==> config.mk <==
export PLATFORM = sky130hd
export DESIGN_NAME = c_integer_literal_parser
export DESIGN_NICKNAME = d
export VERILOG_FILES = /design/src/sv/clp_pkg.sv /design/src/sv/clp_in_reg.sv /design/src/sv/clp_core.sv /design/src/sv/c_integer_literal_parser.sv
export SDC_FILE = /design/constraint.sdc
export NUM_CORES = 1
export LEC_CHECK = 0
export ABC_AREA = 1
export BUFFER_PORTS_ARGS = -buffer_cell sky130_fd_sc_hd__buf_4
export CORE_MARGIN = 2
export CORE_UTILIZATION = 52
export CTS_BUF_LIST = sky130_fd_sc_hd__clkbuf_2
export CTS_CLUSTER_SIZE = 16
export DETAILED_ROUTE_END_ITERATION = 10
export GPL_TIMING_DRIVEN = 0
export PLACE_DENSITY = 0.72
export SETUP_SLACK_MARGIN = 0.15
export SLEW_MARGIN = 20
export SYNTH_ARGS = -nofsm -noshare
export SYNTH_HDL_FRONTEND = slang
export SYNTH_HIERARCHICAL = 1
export SYNTH_SLANG_ARGS = --single-unit
export TNS_END_PERCENT = 50
==> constraint.sdc <==
create_clock -name i_clk -period 5.25 [get_ports i_clk]
set_input_delay 0.2625 -clock i_clk [delete_from_list [all_inputs] [get_ports i_clk]]
set_output_delay 0.2625 -clock i_clk [all_outputs]
set_load 0.005 [all_outputs]
==> src/sv/clp_pkg.sv <==
`default_nettype none

package clp_pkg;

    localparam int VALUE_WIDTH = 32;
    localparam int OUT_VALUE_W = 32;
    localparam int BASE_W      = 5;
    localparam int DIGIT_W     = 5;
    localparam int CHAR_W      = 8;

    localparam logic [CHAR_W-1:0]  CH_ZERO    = 8'h30;
    localparam logic [CHAR_W-1:0]  CH_NINE    = 8'h39;
    localparam logic [CHAR_W-1:0]  CH_A_LO    = 8'h61;
    localparam logic [CHAR_W-1:0]  CH_F_LO    = 8'h66;
    localparam logic [CHAR_W-1:0]  CH_A_UP    = 8'h41;
    localparam logic [CHAR_W-1:0]  CH_F_UP    = 8'h46;
    localparam logic [CHAR_W-1:0]  CH_X_LO    = 8'h78;
    localparam logic [CHAR_W-1:0]  CH_X_UP    = 8'h58;
    localparam logic [CHAR_W-1:0]  CH_TEN_OFS = 8'd10;

    localparam logic [DIGIT_W-1:0] BAD_DIGIT  = 5'd16;

    localparam logic [BASE_W-1:0]  BASE_OCT   = 5'd8;
    localparam logic [BASE_W-1:0]  BASE_DEC   = 5'd10;
    localparam logic [BASE_W-1:0]  BASE_HEX   = 5'd16;

    typedef struct packed {
        logic [OUT_VALUE_W-1:0] value;
        logic [BASE_W-1:0]      base;
        logic                   error;
    } t_result;

endpackage

`default_nettype wire

==> src/sv/clp_in_reg.sv <==
`default_nettype none

module clp_in_reg (
    input  wire logic                       i_clk,
    input  wire logic                       i_rst_n,
    input  wire logic                       i_valid,
    input  wire logic [clp_pkg::CHAR_W-1:0] i_char_code,
    input  wire logic                       i_last,
    input  wire logic                       i_out_free,
    output logic                            o_stall,
    output logic                            o_go,
    output logic [clp_pkg::CHAR_W-1:0]      o_char_code,
    output logic                            o_last
);

    logic                       r_valid;
    logic [clp_pkg::CHAR_W-1:0] r_char_code;
    logic                       r_last;
    logic                       accept;

    // a non-final character never needs the result register
    assign o_go        = r_valid && (!r_last || i_out_free);
    assign o_stall     = r_valid && !o_go;
    assign accept      = i_valid && !o_stall;
    assign o_char_code = r_char_code;
    assign o_last      = r_last;

    always_ff @(posedge i_clk) begin
        if (!i_rst_n) begin
            r_valid <= 1'b0;
        end else if (accept) begin
            r_valid <= 1'b1;
        end else if (o_go) begin
            r_valid <= 1'b0;
        end
    end

    always_ff @(posedge i_clk) begin
        if (accept) begin
            r_char_code <= i_char_code;
            r_last      <= i_last;
        end
    end

endmodule

`default_nettype wire

==> src/sv/clp_core.sv <==
`default_nettype none

module clp_core #(
    parameter int VALUE_WIDTH = clp_pkg::VALUE_WIDTH
) (
    input  wire logic                       i_clk,
    input  wire logic                       i_rst_n,
    input  wire logic                       i_go,
    input  wire logic [clp_pkg::CHAR_W-1:0] i_char_code,
    input  wire logic                       i_last,
    output clp_pkg::t_result                o_result
);

    localparam int PROD_W = VALUE_WIDTH + 5;

    typedef enum logic [1:0] {
        RADIX_DEC = 2'd0,
        RADIX_OCT = 2'd1,
        RADIX_HEX = 2'd2
    } t_radix;

    typedef enum logic [1:0] {
        PH_FIRST  = 2'd0,
        PH_ZERO   = 2'd1,
        PH_DIGITS = 2'd2
    } t_phase;

    function automatic logic [clp_pkg::DIGIT_W-1:0] digit_of(
        input logic [clp_pkg::CHAR_W-1:0] c
    );
        logic [clp_pkg::CHAR_W-1:0] d;
        d = clp_pkg::CH_ZERO;
        if (c >= clp_pkg::CH_ZERO && c <= clp_pkg::CH_NINE) begin
            d = c - clp_pkg::CH_ZERO;
        end else if (c >= clp_pkg::CH_A_LO && c <= clp_pkg::CH_F_LO) begin
            d = c - clp_pkg::CH_A_LO + clp_pkg::CH_TEN_OFS;
        end else if (c >= clp_pkg::CH_A_UP && c <= clp_pkg::CH_F_UP) begin
            d = c - clp_pkg::CH_A_UP + clp_pkg::CH_TEN_OFS;
        end else begin
            return clp_pkg::BAD_DIGIT;
        end
        return d[clp_pkg::DIGIT_W-1:0];
    endfunction

    logic [VALUE_WIDTH-1:0]         r_acc;
    t_radix                         r_radix;
    t_phase                         r_phase;
    logic                           r_sticky;

    logic [VALUE_WIDTH-1:0]         n_acc;
    t_radix                         n_radix;
    logic                           n_sticky;
    logic                           take;
    logic                           is_x;
    logic [clp_pkg::DIGIT_W-1:0]    digit;
    logic [clp_pkg::BASE_W-1:0]     base;
    logic [PROD_W-1:0]              acc_ext;
    logic [PROD_W-1:0]              prod;
    logic [PROD_W-1:0]              digit_ext;
    logic [VALUE_WIDTH+clp_pkg::OUT_VALUE_W-1:0] acc_wide;

    assign is_x      = (i_char_code == clp_pkg::CH_X_LO) || (i_char_code == clp_pkg::CH_X_UP);
    assign digit     = digit_of(i_char_code);
    assign acc_ext   = {5'b0, r_acc};
    assign digit_ext = {{(PROD_W-clp_pkg::DIGIT_W){1'b0}}, digit};

    always_comb begin
        n_radix = r_radix;
        take    = 1'b1;
        unique case (r_phase)
            PH_FIRST: begin
                if (!i_last && i_char_code == clp_pkg::CH_ZERO) begin
                    n_radix = RADIX_OCT;
                    take    = 1'b0;
                end else begin
                    n_radix = RADIX_DEC;
                end
            end
            PH_ZERO: begin
                if (is_x) begin
                    n_radix = RADIX_HEX;
                    take    = 1'b0;
                end
            end
            default: begin
                take = 1'b1;
            end
        endcase
    end

    always_comb begin
        unique case (n_radix)
            RADIX_OCT: base = clp_pkg::BASE_OCT;
            RADIX_HEX: base = clp_pkg::BASE_HEX;
            default:   base = clp_pkg::BASE_DEC;
        endcase
    end

    // shift-add multiply by the base
    always_comb begin
        unique case (n_radix)
            RADIX_OCT: prod = (acc_ext << 3) + digit_ext;
            RADIX_HEX: prod = (acc_ext << 4) + digit_ext;
            default:   prod = (acc_ext << 3) + (acc_ext << 1) + digit_ext;
        endcase
    end

    always_comb begin
        n_acc    = r_acc;
        n_sticky = r_sticky;
        if (r_phase == PH_FIRST && !take) begin
            n_acc = '0;
        end else if (take && !r_sticky) begin
            if (digit >= base || prod[PROD_W-1:VALUE_WIDTH] != '0) begin
                n_sticky = 1'b1;
            end else begin
                n_acc = prod[VALUE_WIDTH-1:0];
            end
        end
    end

    assign acc_wide = {{clp_pkg::OUT_VALUE_W{1'b0}}, n_acc};

    always_comb begin
        o_result.value = n_sticky ? '0 : acc_wide[clp_pkg::OUT_VALUE_W-1:0];
        o_result.base  = base;
        o_result.error = n_sticky;
    end

    always_ff @(posedge i_clk) begin
        if (!i_rst_n) begin
            r_acc    <= '0;
            r_radix  <= RADIX_DEC;
            r_phase  <= PH_FIRST;
            r_sticky <= 1'b0;
        end else if (i_go) begin
            if (i_last) begin
                r_acc    <= '0;
                r_radix  <= RADIX_DEC;
                r_phase  <= PH_FIRST;
                r_sticky <= 1'b0;
            end else begin
                r_acc    <= n_acc;
                r_radix  <= n_radix;
                r_phase  <= (r_phase == PH_FIRST && !take) ? PH_ZERO : PH_DIGITS;
                r_sticky <= n_sticky;
            end
        end
    end

endmodule

`default_nettype wire

==> src/sv/c_integer_literal_parser.sv <==
`default_nettype none

// Channel  Direction  Handshake         Payload
// input    in         i_valid/o_stall   i_char_code[7:0], i_last
// result   out        o_valid/i_stall   o_value[31:0], o_base[4:0], o_error
//
// One character per cycle while o_stall is low; a result passes through the input register, then the result register.
// The accumulate step (shift-add by the base plus overflow compare) is combinational,
// between the input register and the state and result registers.
// Reset is synchronous, active low, and returns the parser to the first character.
// A stalled result blocks only the next final character; others keep flowing.

module c_integer_literal_parser #(
    parameter int VALUE_WIDTH = clp_pkg::VALUE_WIDTH
) (
    input  wire logic                            i_clk,
    input  wire logic                            i_rst_n,
    input  wire logic                            i_valid,
    output logic                                 o_stall,
    input  wire logic [clp_pkg::CHAR_W-1:0]      i_char_code,
    input  wire logic                            i_last,
    output logic                                 o_valid,
    input  wire logic                            i_stall,
    output logic [clp_pkg::OUT_VALUE_W-1:0]      o_value,
    output logic [clp_pkg::BASE_W-1:0]           o_base,
    output logic                                 o_error
);

    logic                       go;
    logic [clp_pkg::CHAR_W-1:0] char_code;
    logic                       last;
    logic                       out_free;
    clp_pkg::t_result           result;
    clp_pkg::t_result           r_result;
    logic                       r_out_valid;

    assign out_free = !r_out_valid || !i_stall;

    clp_in_reg u_in_reg (
        .i_clk       (i_clk),
        .i_rst_n     (i_rst_n),
        .i_valid     (i_valid),
        .i_char_code (i_char_code),
        .i_last      (i_last),
        .i_out_free  (out_free),
        .o_stall     (o_stall),
        .o_go        (go),
        .o_char_code (char_code),
        .o_last      (last)
    );

    clp_core #(
        .VALUE_WIDTH (VALUE_WIDTH)
    ) u_core (
        .i_clk       (i_clk),
        .i_rst_n     (i_rst_n),
        .i_go        (go),
        .i_char_code (char_code),
        .i_last      (last),
        .o_result    (result)
    );

    always_ff @(posedge i_clk) begin
        if (!i_rst_n) begin
            r_out_valid <= 1'b0;
        end else if (out_free) begin
            r_out_valid <= go && last;
        end
    end

    always_ff @(posedge i_clk) begin
        if (out_free && go && last) begin
            r_result <= result;
        end
    end

    assign o_valid = r_out_valid;
    assign o_value = r_result.value;
    assign o_base  = r_result.base;
    assign o_error = r_result.error;

endmodule

`default_nettype wire

=== Word level (Yosys, flattened, before mapping) ===
Index checks and enable logic that the tools add are counted.

* Flip-flop bits (word level): 86
* Output and inout port bits: 40
* Word-level logic and storage cells: 90

* Add/sub/neg operators: 9
* Order comparisons: 7
* Eq/ne operators: 6
* Muxes and demuxes: 31
* Reductions and logical operators: 26

{| class="wikitable"
|+ Operator list
! kind !! number
|-
| 32-bit two-way mux || 4
|-
| 37-bit case mux with 2 select lines || 1
|-
| 36-bit by 5-bit adder with 37-bit output || 1
|-
| 37-bit by 5-bit adder with 37-bit output || 1
|-
| 35-bit by 33-bit adder with 36-bit output || 1
|-
| 35-bit by 5-bit adder with 36-bit output || 1
|-
| 5-bit two-way mux || 7
|-
| 8-bit by 7-bit equality test with 1-bit output, second input constant || 2
|-
| 8-bit by 7-bit greater-or-equal comparator with 1-bit output, second input constant || 2
|-
| 8-bit by 7-bit less-or-equal comparator with 1-bit output, second input constant || 2
|-
| 1-bit logical AND || 12
|-
| 1-bit two-way mux || 12
|-
| 5-bit by 4-bit adder with 5-bit output, second input constant || 2
|-
| 5-bit case mux with 2 select lines || 1
|-
| 5-bit by 1-bit subtractor with 5-bit output, second input constant || 2
|-
| 8-bit by 6-bit equality test with 1-bit output, second input constant || 1
|-
| 8-bit by 6-bit greater-or-equal comparator with 1-bit output, second input constant || 1
|-
| 8-bit by 6-bit less-or-equal comparator with 1-bit output, second input constant || 1
|-
| 2-bit two-way mux || 4
|-
| 1-bit logical NOT || 7
|-
| 5-bit greater-or-equal comparator || 1
|-
| 5-bit nonzero test || 1
|-
| 5-bit subtractor, second input constant || 1
|-
| 2-bit by 1-bit equality test with 1-bit output, second input constant || 2
|-
| 6 further kinds || 9
|}

=== Depth between registers and ports, before layout ===
* Depth after elaboration: 14
* Depth in mapped cells: 33
* Gate-level depth less buffers: 32

=== Hierarchy ===
Netlist, hierarchy kept.

{| class="wikitable"
|+ Modules (own cells, without submodules)
! module !! times used !! cells each !! area each (um^2) !! sequential area each (um^2)
|-
| clp_core || 1 || 1296 || 7098.1 || 740.7
|-
| c_integer_literal_parser || 1 || 44 || 1188.6 || 1161.1
|-
| clp_in_reg || 1 || 20 || 340.3 || 290.3
|}

=== Worst setup path before layout ===
Ideal clock, no wire load.

* Kind: flip-flop to flip-flop
* From: register u_in_reg.r_char_code, in the netlist u_in_reg/o_char_code[0]
* To: register r_result, in the netlist o_value[2], data pin
* Setup time: 254 ps
* Arrival time: 3712 ps
* Data required time: 4996 ps
* Slack: 1284 ps
* Cell stages (with the launch flop): 30
* Period minus slack after synthesis: 3966 ps
* Path through: edfxtp_1 inv_1 ha_1 o21ai_0 nand2_1 nand2_1 nand3_1 nand2_1 inv_1 fa_1 inv_1 ha_1 or2_2 nand3_1 nand2_1 nand2_1 nand2_1 nand2_1 nand2_1 nand2_1 nand2_1 nor2_1 nand2_1 nand2_4 nand3_4 inv_4 buf_6 nand3_1 nand2_1 nor2_1

* Cells in the longest elaborated chain, start to end: 13

{| class="wikitable"
|+ Ends and longest elaborated chain
! item !! RTL line !! text
|-
| from (decl) || clp_in_reg.sv:17 || <nowiki>logic [clp_pkg::CHAR_W-1:0] r_char_code;</nowiki>
|-
| from (signal assigned) || clp_in_reg.sv:40 || <nowiki>r_char_code <= i_char_code;</nowiki>
|-
| 5-bit by 1-bit subtractor with 5-bit output (tied with other cells) || clp_core.sv:36, clp_core.sv:38 ||
|-
| 5-bit by 4-bit adder with 5-bit output or 1-bit logical AND (tied branches) || clp_core.sv:36, clp_core.sv:38, clp_core.sv:37 ||
|-
| 5-bit two-way mux or 1-bit two-way mux (tied branches) || clp_core.sv:37 || <nowiki>end else if (c >= clp_pkg::CH_A_UP && c <= clp_pkg::CH_F_UP) begin</nowiki>
|-
| 5-bit two-way mux or 1-bit two-way mux (tied branches) || clp_core.sv:35 || <nowiki>end else if (c >= clp_pkg::CH_A_LO && c <= clp_pkg::CH_F_LO) begin</nowiki>
|-
| 5-bit two-way mux or 1-bit two-way mux (tied branches) || clp_core.sv:33 || <nowiki>if (c >= clp_pkg::CH_ZERO && c <= clp_pkg::CH_NINE) begin</nowiki>
|-
| 5-bit two-way mux || clp_core.sv:42 || <nowiki>return d[clp_pkg::DIGIT_W-1:0];</nowiki>
|-
| 37-bit by 5-bit adder with 37-bit output (tied with other cells) || clp_core.sv:104 || <nowiki>default: prod = (acc_ext << 3) + (acc_ext << 1) + digit_ext;</nowiki>
|-
| 37-bit case mux with 2 select lines || clp_core.sv:101 || <nowiki>unique case (n_radix)</nowiki>
|-
| 5-bit nonzero test || clp_core.sv:114 || <nowiki>if (digit >= base || prod[PROD_W-1:VALUE_WIDTH] != '0) begin</nowiki>
|-
| 1-bit logical OR || clp_core.sv:114 ||
|-
| 32-bit two-way mux or 1-bit two-way mux (tied branches) || clp_core.sv:114 ||
|-
| 32-bit two-way mux or 1-bit two-way mux (tied branches) || clp_core.sv:113 || <nowiki>end else if (take && !r_sticky) begin</nowiki>
|-
| 32-bit two-way mux or 1-bit two-way mux (tied branches) || clp_core.sv:111 || <nowiki>if (r_phase == PH_FIRST && !take) begin</nowiki>
|-
| to (signal assigned) || c_integer_literal_parser.sv:73 || <nowiki>r_result <= result;</nowiki>
|-
| to (decl) || c_integer_literal_parser.sv:34 || <nowiki>clp_pkg::t_result r_result;</nowiki>
|}

Several ways; a longest one is shown, not always the timed one.
A chain may end at the register's enable or synchronous reset.

=== Final worst setup path ===
Same ends and word-level chain as after synthesis.

==> flow_summary_export.csv <==
group,metric,value,unit
run_status,outcome,"completed",
synthesis,ys_top_cells_by_area,"sky130_fd_sc_hd__nand2_1, sky130_fd_sc_hd__edfxtp_1, sky130_fd_sc_hd__ha_1, sky130_fd_sc_hd__dfxtp_1, sky130_fd_sc_hd__inv_1",
sta,post-route-worst-setup-slack,0.400,ns
place,place.detailed.hpwl,23.2,mm
worst_setup_path,critical_path_required,5.58,ns
sta,relSlewSlack,45.4,%
run,max_cap_violations,0,
sta,hold_violations,0,
place,dp_cells,1634,
drt,drtIter0Drc,823,
drt,vias,9148,
floorplan,fp-row-count,47,
clocking,cts-buffers-inserted,9,
global_route,grt_start_max_net_pins,24,
synthesis,syn-instance-count,1360,
floorplan,floorplan.die.width,133,um
drt,drt-wirelength-per-cell,17.8,um
global_route,grtUsageMet2,55.7,%
sta,timing.fmax,206,MHz
drt,drt.antenna.violating_nets,0,
clocking,cts_tree,"built",
place,globalplace.congestion,1.03,
clocking,clock_tree.buffer_depth,2,
drt,first_drt_pass_iteration_count,5,
floorplan,die_height,133,um
synthesis,postSynthAreaPerCell,6.34,um2
synthesis,number_of_unique_standard_cell_types_used_by_synthesis,51,
clocking,cts-root-buf,"sky130_fd_sc_hd__clkbuf_2",
sta,finClkSkew,0.0426,ns
worst_setup_path,timing.critical_path.slowest_stage_cell,"sky130_fd_sc_hd__fa_1",
drt,remaining_drc_errors,0,
synthesis,ys_ff_latch,86,
synthesis,number_of_synthesized_flops_with_an_enable_pin,47,
place,dpl-instance-area,9340,um2
drt,vias_per_cell,5.50,
clocking,h-tree-depth,3,
synthesis,async_set_or_reset_flop_fraction_in_the_synthesized_netlist,0,%
pwr,vdd.ir_drop.worst,0.120,mV
sta,grt_setup_unrepaired,"no",
synthesis,synth_top_area_share,19.6,%
layout,nets,1531,
worst_setup_path,start_kind,"flop",
layout,number_of_antenna_diodes,0,
worst_setup_path,setup.worst_path.class,"flop to flop",
synthesis,synth_top_cell_by_area,"sky130_fd_sc_hd__nand2_1",
global_route,number_of_global_route_vias_before_repair,8318,
layout,syn_to_final_growth,11.6,%
drt,route.final.wire_length,29.6,mm
sta,final.min_clock_period,4.85,ns
global_route,grt.met3_usage,4.64,%
layout,drive_above_1_share,11.0,%
synthesis,synth.yosys.seq_area_share,25.4,%
global_route,grt_most_used_layer,"met2",
worst_hold_path,min_path_type,"primary input to flop",
synthesis,synth_most_common_cell,"sky130_fd_sc_hd__nand2_1",
sta,layout_worst_path_cycle_share,92.4,%
floorplan,area_of_the_die,17600,um2
floorplan,initial_core_util,52.6,%
worst_setup_path,path_max_fanout,10,
synthesis,synth-main-ff-cell,"sky130_fd_sc_hd__edfxtp_1",
sta,maxSlewViolCount,0,
worst_setup_path,cpMostUsedCell,"sky130_fd_sc_hd__nand2_1",
global_route,gr-usage-all-layers,33.6,%
sta,finalSetupViolations,0,
global_route,global_route_wire_length_before_repair,45.7,mm
clocking,clkTransAtPathRegs,0.25,ns
place,portBuffers,52,
layout,post-route-cell-area,9620,um2
layout,finalNonFillerCells,1663,
pwr,power_per_cell_area,127,nW/um2
worst_setup_path,crit_path_end_kind,"flop",
clocking,clk_latency,0.57,ns
synthesis,mappedNetlistArea,8630,um2
place,dp_worst_setup_slack,0.310,ns
global_route,met1_usage,45.8,%
floorplan,num_io_pins,53,
global_route,antenna_found_initial,0,
worst_setup_path,cpPeakStageDelay,0.60,ns
sta,setup_total_negative_slack,0,ns
worst_setup_path,worst_ep_arrival_time,5.18,ns
layout,filler_cell_count,1687,
clocking,cts.sink_count,86,
synthesis,synth_warnings,6,
pwr,leakage,4.36,nW
global_route,grt-ovfl-total,0,
sta,worstMarginPinSlew,0.816,ns
synthesis,synth.cells.most_frequent,"sky130_fd_sc_hd__nand2_1, sky130_fd_sc_hd__inv_1, sky130_fd_sc_hd__nor2_1",
floorplan,area_of_the_core,16400,um2
-- final timing paths --
check / start / end / slack [ns] / depth (start not counted)
worst max-delay path: u_in_reg/o_char_code[0]$_DFFE_PP_ / o_value[2]$_DFFE_PP_ / 0.40 / 29
worst max register to register: u_in_reg/o_char_code[0]$_DFFE_PP_ / o_value[2]$_DFFE_PP_ / 0.40 / 29
worst min register to register: u_core/r_radix[1]$_SDFFE_PN0P_ / u_core/r_radix[1]$_SDFFE_PN0P_ / 0.49 / 2
worst min-delay path: i_valid / u_in_reg/o_char_code[4]$_DFFE_PP_ / 0.25 / 3
-- metal layers --
layer	up-vias	wire length (um)	part of all wire [%]
met5	-	0	0
met4	0	897	3.0
met3	55	2240	7.6
met2	372	13500	46
met1	4152	13000	44
li1	4569	-	-
-- stage by stage --
stage                     hold slack (ns)  total power [W]  utilization (%)
after floorplan                     0.361         0.000821                -
after global placement              0.441         0.000871             56.7
after detailed placement            0.442         0.000875             56.9
after CTS                           0.214          0.00123             58.3
after global routing                0.203          0.00127             58.7
final                               0.247          0.00122             58.7
-- cell type report --
cell class | instances | area (um2) | share of cell area [%]
multi-input cells | 1060 | 5620 | 58.4
flip-flops and latches | 86 | 2190 | 22.8
inverters | 177 | 669 | 6.96
repair buffers | 66 | 546 | 5.67
well taps | 220 | 275 | 2.86
plain buffers | 38 | 214 | 2.22
clock inverters | 7 | 63.8 | 0.663
clock buffers | 9 | 45.0 | 0.468
-- worst max-delay path: cells and delay by family (launching register included) --
kind | cells | cell delay, ns
AOI/OAI and AO/OA | 2 | 0.36
adders and majority gates | 3 | 1.28
buffers and inverters | 5 | 0.68
DFF | 1 | 0.44
and+or+nand+nor | 19 | 1.86
-- registers in the layout, indices dropped and copies added (netlist names), 2 cells and up --
register,count
o_value,32
u_core/r_acc,32
u_in_reg/o_char_code,8
o_base,5
u_core/r_phase,2
u_core/r_radix,2
-- where the power goes --
group / leakage [nW] / switching, W / internal [W]
Combinational: 3.51 / 0.0000940 / 0.0000515
Sequential: 0.781 / 0.00000897 / 0.000720
Clock: 0.0671 / 0.000237 / 0.000107
-- repair_timing --
action,in CTS,in global routing
hold endpoints to repair,12,0
resized for setup,0,17
endpoints found under the setup margin,0,61
setup buffers,0,1
hold buffers,12,0
-- layout by cell type (no fill, tap or decap), drive strengths merged, types with 4 or more instances in the layout --
master,Yosys,routed
a21oi,122,122
a31o,4,4
a31oi,8,8
buf,19,73
clkbuf,19,28
clkinv,3,7
dfxtp,39,39
dlygate4sd3,0,12
edfxtp,47,47
fa,4,4
ha,76,76
inv,174,175
nand2,461,461
nand3,91,91
nand4,9,9
nor2,147,147
nor3,14,14
o211ai,6,6
o21ai,69,69
o21bai,5,5
or2,4,4
xnor2,7,7
xor2,13,13
-- logic make-up after synthesis --
group | count (synthesis) | synth area share (%)
flops | 86 | 25.4
buf+inv | 215 | 10.2
other cells | 1 | 0.0435
fa+ha+maj | 80 | 12.0
compound gates | 227 | 15.0
xor+xnor | 20 | 2.03
simple gates | 731 | 35.4
Note: power is estimated with default switching activity, not from simulation.
